===== src/tms_ram.sv =====
// ----------------------------------------------------------------------------
// tms_ram
// single-port synchronous ram, one write or read per cycle, registered read
// ----------------------------------------------------------------------------
module tms_ram #(
  parameter int WIDTH = 8,
  parameter int DEPTH = 256
) (
  input  logic                     clk_i,
  input  logic                     we_i,
  input  logic [$clog2(DEPTH)-1:0] addr_i,
  input  logic [WIDTH-1:0]         wdata_i,
  output logic [WIDTH-1:0]         rdata_o
);

  logic [WIDTH-1:0] mem [DEPTH];
  logic [WIDTH-1:0] rdata_q;

  always_ff @(posedge clk_i) begin
    if (we_i) begin
      mem[addr_i] <= wdata_i;
    end
    rdata_q <= mem[addr_i];
  end

  assign rdata_o = rdata_q;

endmodule


===== config.mk =====
export PLATFORM = sky130hd
export DESIGN_NAME = tms_ram
export DESIGN_NICKNAME = d
export VERILOG_FILES = /design/src/tms_ram.sv
export SDC_FILE = /design/constraint.sdc
export NUM_CORES = 2
export LEC_CHECK = 0
export ABC_AREA = 0
export BUFFER_PORTS_ARGS = -buffer_cell sky130_fd_sc_hd__buf_2
export CORE_MARGIN = 5
export CORE_UTILIZATION = 50
export DETAILED_ROUTE_END_ITERATION = 10
export PLACE_DENSITY_LB_ADDON = 0.12
export SLEW_MARGIN = 20
export SYNTH_ARGS = -nofsm -noshare
export SYNTH_HDL_FRONTEND = slang
export SYNTH_SLANG_ARGS = --single-unit

===== constraint.sdc =====
create_clock -name clk_i -period 4.6 [get_ports clk_i]
set_input_delay 0.46 -clock clk_i [delete_from_list [all_inputs] [get_ports clk_i]]
set_output_delay 0.46 -clock clk_i [all_outputs]
set_load 0.02 [all_outputs]

==> metrics <==
net count after synthesis roughly 3600; CTS buffer count between 200 and 250; arrival time of the worst setup path between 3 and 4 ns; gate count of the mapped netlist approximately 3500; reg2reg start mem[169][5]; Max VDD drop between 0.3 and 0.4 mV; number of iterations in the first detailed-routing pass 5; Routed WL 194000 µm; chip width between 400 and 500 µm; Most common cell on crit path buf_12; number of max-cap violations 0; footprint of the multi-input gates approximately 16000 µm²; sequential fraction of the synthesis area 0.786; unrepaired setup endpoints after global routing false; proportion of register bits with asynchronous set or reset after synthesis 0; Largest delay share family, worst path compound AO/OA/AOI/OAI gates; height of the die 406 µm; cell with the most instances after synthesis edfxtp_1; wire length of the first global-routing pass 280000 µm; netlist area before placement 78500 µm²; startpoint of the worst setup timing path addr_i[0]; H-tree levels 4; final hold violation count 0; antenna-violating nets left 0; post-CTS sizing 0; worst min path class in2reg; CP max stage cell o41ai_2; combinational fraction of design power 0.046; count of buffers added by post-CTS timing repair for setup 0; required time of the critical path around 5.2 ns; reg2reg path depth 5; final net count between 3000 and 4000; fraction of layout instances using a drive strength above 1 0.262; Seq. cell area a little over 60000 µm²; slew at the pin closest to its max-slew limit 1.11 ns; cell type contributing the most total cell area after synthesis edfxtp_1; largest net degree at the start of global routing around 140; count of clock tree sinks around 2000; net switching share of the total power 0.210; depth of the critical timing path with buffers and inverters included 8; P per Cell Area around 440 nW/µm²; standard-cell rows 145; number of buffers on the longest clock path 3; internal power between 30 and 40 mW; wire length per cell after detailed routing ~33 µm; Max FO, Critical Path 39; Design Power 38.7 mW; Sw Pwr a little over 8 mW; vias post-DR approximately 38000; Skew-Pair Late Insertion Delay ~0.84 ns; layout-stage area growth over the synthesis result 12.8%; main flop type after synthesis edfxtp_1; top achievable clock speed just over 0.3 GHz; clock share of power 0.420; remaining global-route overflow 0; remaining design rule violation count 0; count of filler cells inserted in the layout around 11000; CTS tree yes; Synth top cells by count edfxtp_1 (2048), mux4_2 (512), a22oi_1 (256), nor2_1 (232), clkbuf_1 (145); cts-stage hold buffer count 0; final setup violation count 0; setup tns final 0 ns; type of the worst setup path in2reg; worst hold path depth 1; initial antenna violation count 10; number of top-level pins 26; Yosys warning total 0; area share of the leading cell type in the synthesized netlist 0.783; final slew viol count 0; run status complete, no violations; DPL Wire Length between 100000 and 150000 µm; ordered list of cells on the worst path buf_8 > buf_12 > buf_12 > mux4_2 > a22oi_1 > a21oi_1 > o41ai_2 > nand4_1; kind of start point of the critical path input pin; post-route minimum period about 3.2 ns; DRC violation total after the first TritonRoute iteration 4464; Worst Setup EP rdata_o[6]; register clock-pin slew on the reported worst setup and hold paths about 0.06 ns; average cell area after synthesis between 20 and 25 µm²; highest cell delay on the worst timing path roughly 0.93 ns; port buffer count 25; full die area around 170000 µm²; leak pwr ~27 nW; effective utilization at floorplan 0.502; ratio of final minimum period to clock period 0.703; number of buffers and inverters on the critical path 3; crit end category flop; GRT Overall Usage 0.238; number of global-route vias before repair between 30000 and 40000; Reg2Reg Setup Slack ~1.8 ns; fraction of power consumed by sequential logic 0.534; Root Driver clkbuf_16; count of state elements after synthesis between 2000 and 2500; number of flops mapped to enable cells by yosys approximately 2000; relative slew slack 0.248; endpoint of the most critical register-to-register path rdata_o[5]; Core ar. approximately 160000 µm²; cells taking the most area after synthesis edfxtp_1 (78%), mux4_2 (15%), a22oi_1 (2.4%); worst clock skew on the final layout 0.0338 ns; vias per cell approximately 6.3; routability cong. approximately 0.81; Netlist cell types 22
-- cell usage in the layout, fill, tap and decap left out, types with 7 or more instances in the layout --
master	instances
nor2_1	231
dfxtp_1	8
o41ai_1	25
a22oi_1	256
clkbuf_16	208
nand4_1	8
buf_2	15
mux4_2	512
inv_6	7
clkinvlp_4	7
edfxtp_1	2048
clkbuf_1	47
clkbuf_8	13
nand2_1	28
buf_12	27
bufinv_16	17
clkinv_1	41
a21oi_1	128
clkinv_2	29
o41ai_2	7
nor3_1	30
nand3_1	13
buf_4	161
-- through the flow --
stage,instances,utilization,setup WS (ns),cell area (µm²),hold slack [ns]
floorplan,3547,-,1.92,78500,0.559
global placement,5586,0.525,0.153,82000,0.944
detailed placement,5586,0.525,0.486,82000,0.948
CTS,5956,0.567,1.39,88500,0.207
global route,5957,0.567,1.19,88600,0.140
finish,5962,0.567,1.36,88600,0.155
-- worst min path at each step --
stage | start | end | slack [ns]
4_1_cts | addr_i[6] | rdata_o[6] | 0.21
3_5_place_dp | rdata_o[1] | rdata_o[1] | 0.95
5_1_grt | wdata_i[7] | mem[75][7] | 0.14
2_1_floorplan | wdata_i[0] | mem[0][0] | 0.56
6_report | wdata_i[7] | mem[118][7] | 0.15
3_3_place_gp | rdata_o[0] | rdata_o[0] | 0.94
-- kinds of logic after synthesis --
kind of cell	Yosys count	share of synthesized area
mux	512	0.147
flops	2056	0.786
compound gates	416	0.0362
simple gates	330	0.0173
buf+inv	233	0.0140
-- flip-flops by register name (all words and copies together), names as in the netlist --
| register | cells |
|---|---|
| rdata_o | 8 |
| mem | 2048 |
-- power by group through the flow --
stage | combinational (mW) | sequential (mW) | clock, mW
floorplan | 0.918 | 21.1 | 0
global placement | 1.76 | 21.1 | 0
detailed placement | 1.80 | 21.1 | 0
CTS | 1.81 | 20.7 | 16.5
global route | 1.89 | 20.7 | 17.3
finish | 1.79 | 20.7 | 16.2
-- final cells by class --
class / instances / share of cell area
diodes: 5 / 0.000141
repair buffers: 214 / 0.0225
flip-flops and latches: 2056 / 0.696
well taps: 2058 / 0.0291
clock inverters: 110 / 0.0121
inverters: 1 / 0.0000424
multi-input cells: 1258 / 0.179
clock buffers: 260 / 0.0615
-- routing by layer --
layer / track usage / part of all wire / vias up
li1: - / - / 15465
met1: 0.336 / 0.40 / 20017
met2: 0.374 / 0.48 / 1748
met3: 0.0617 / 0.093 / 283
met4: 0.0651 / 0.026 / 2
met5: 0 / 0.000067 / -
(Power assumes the default switching activity.)
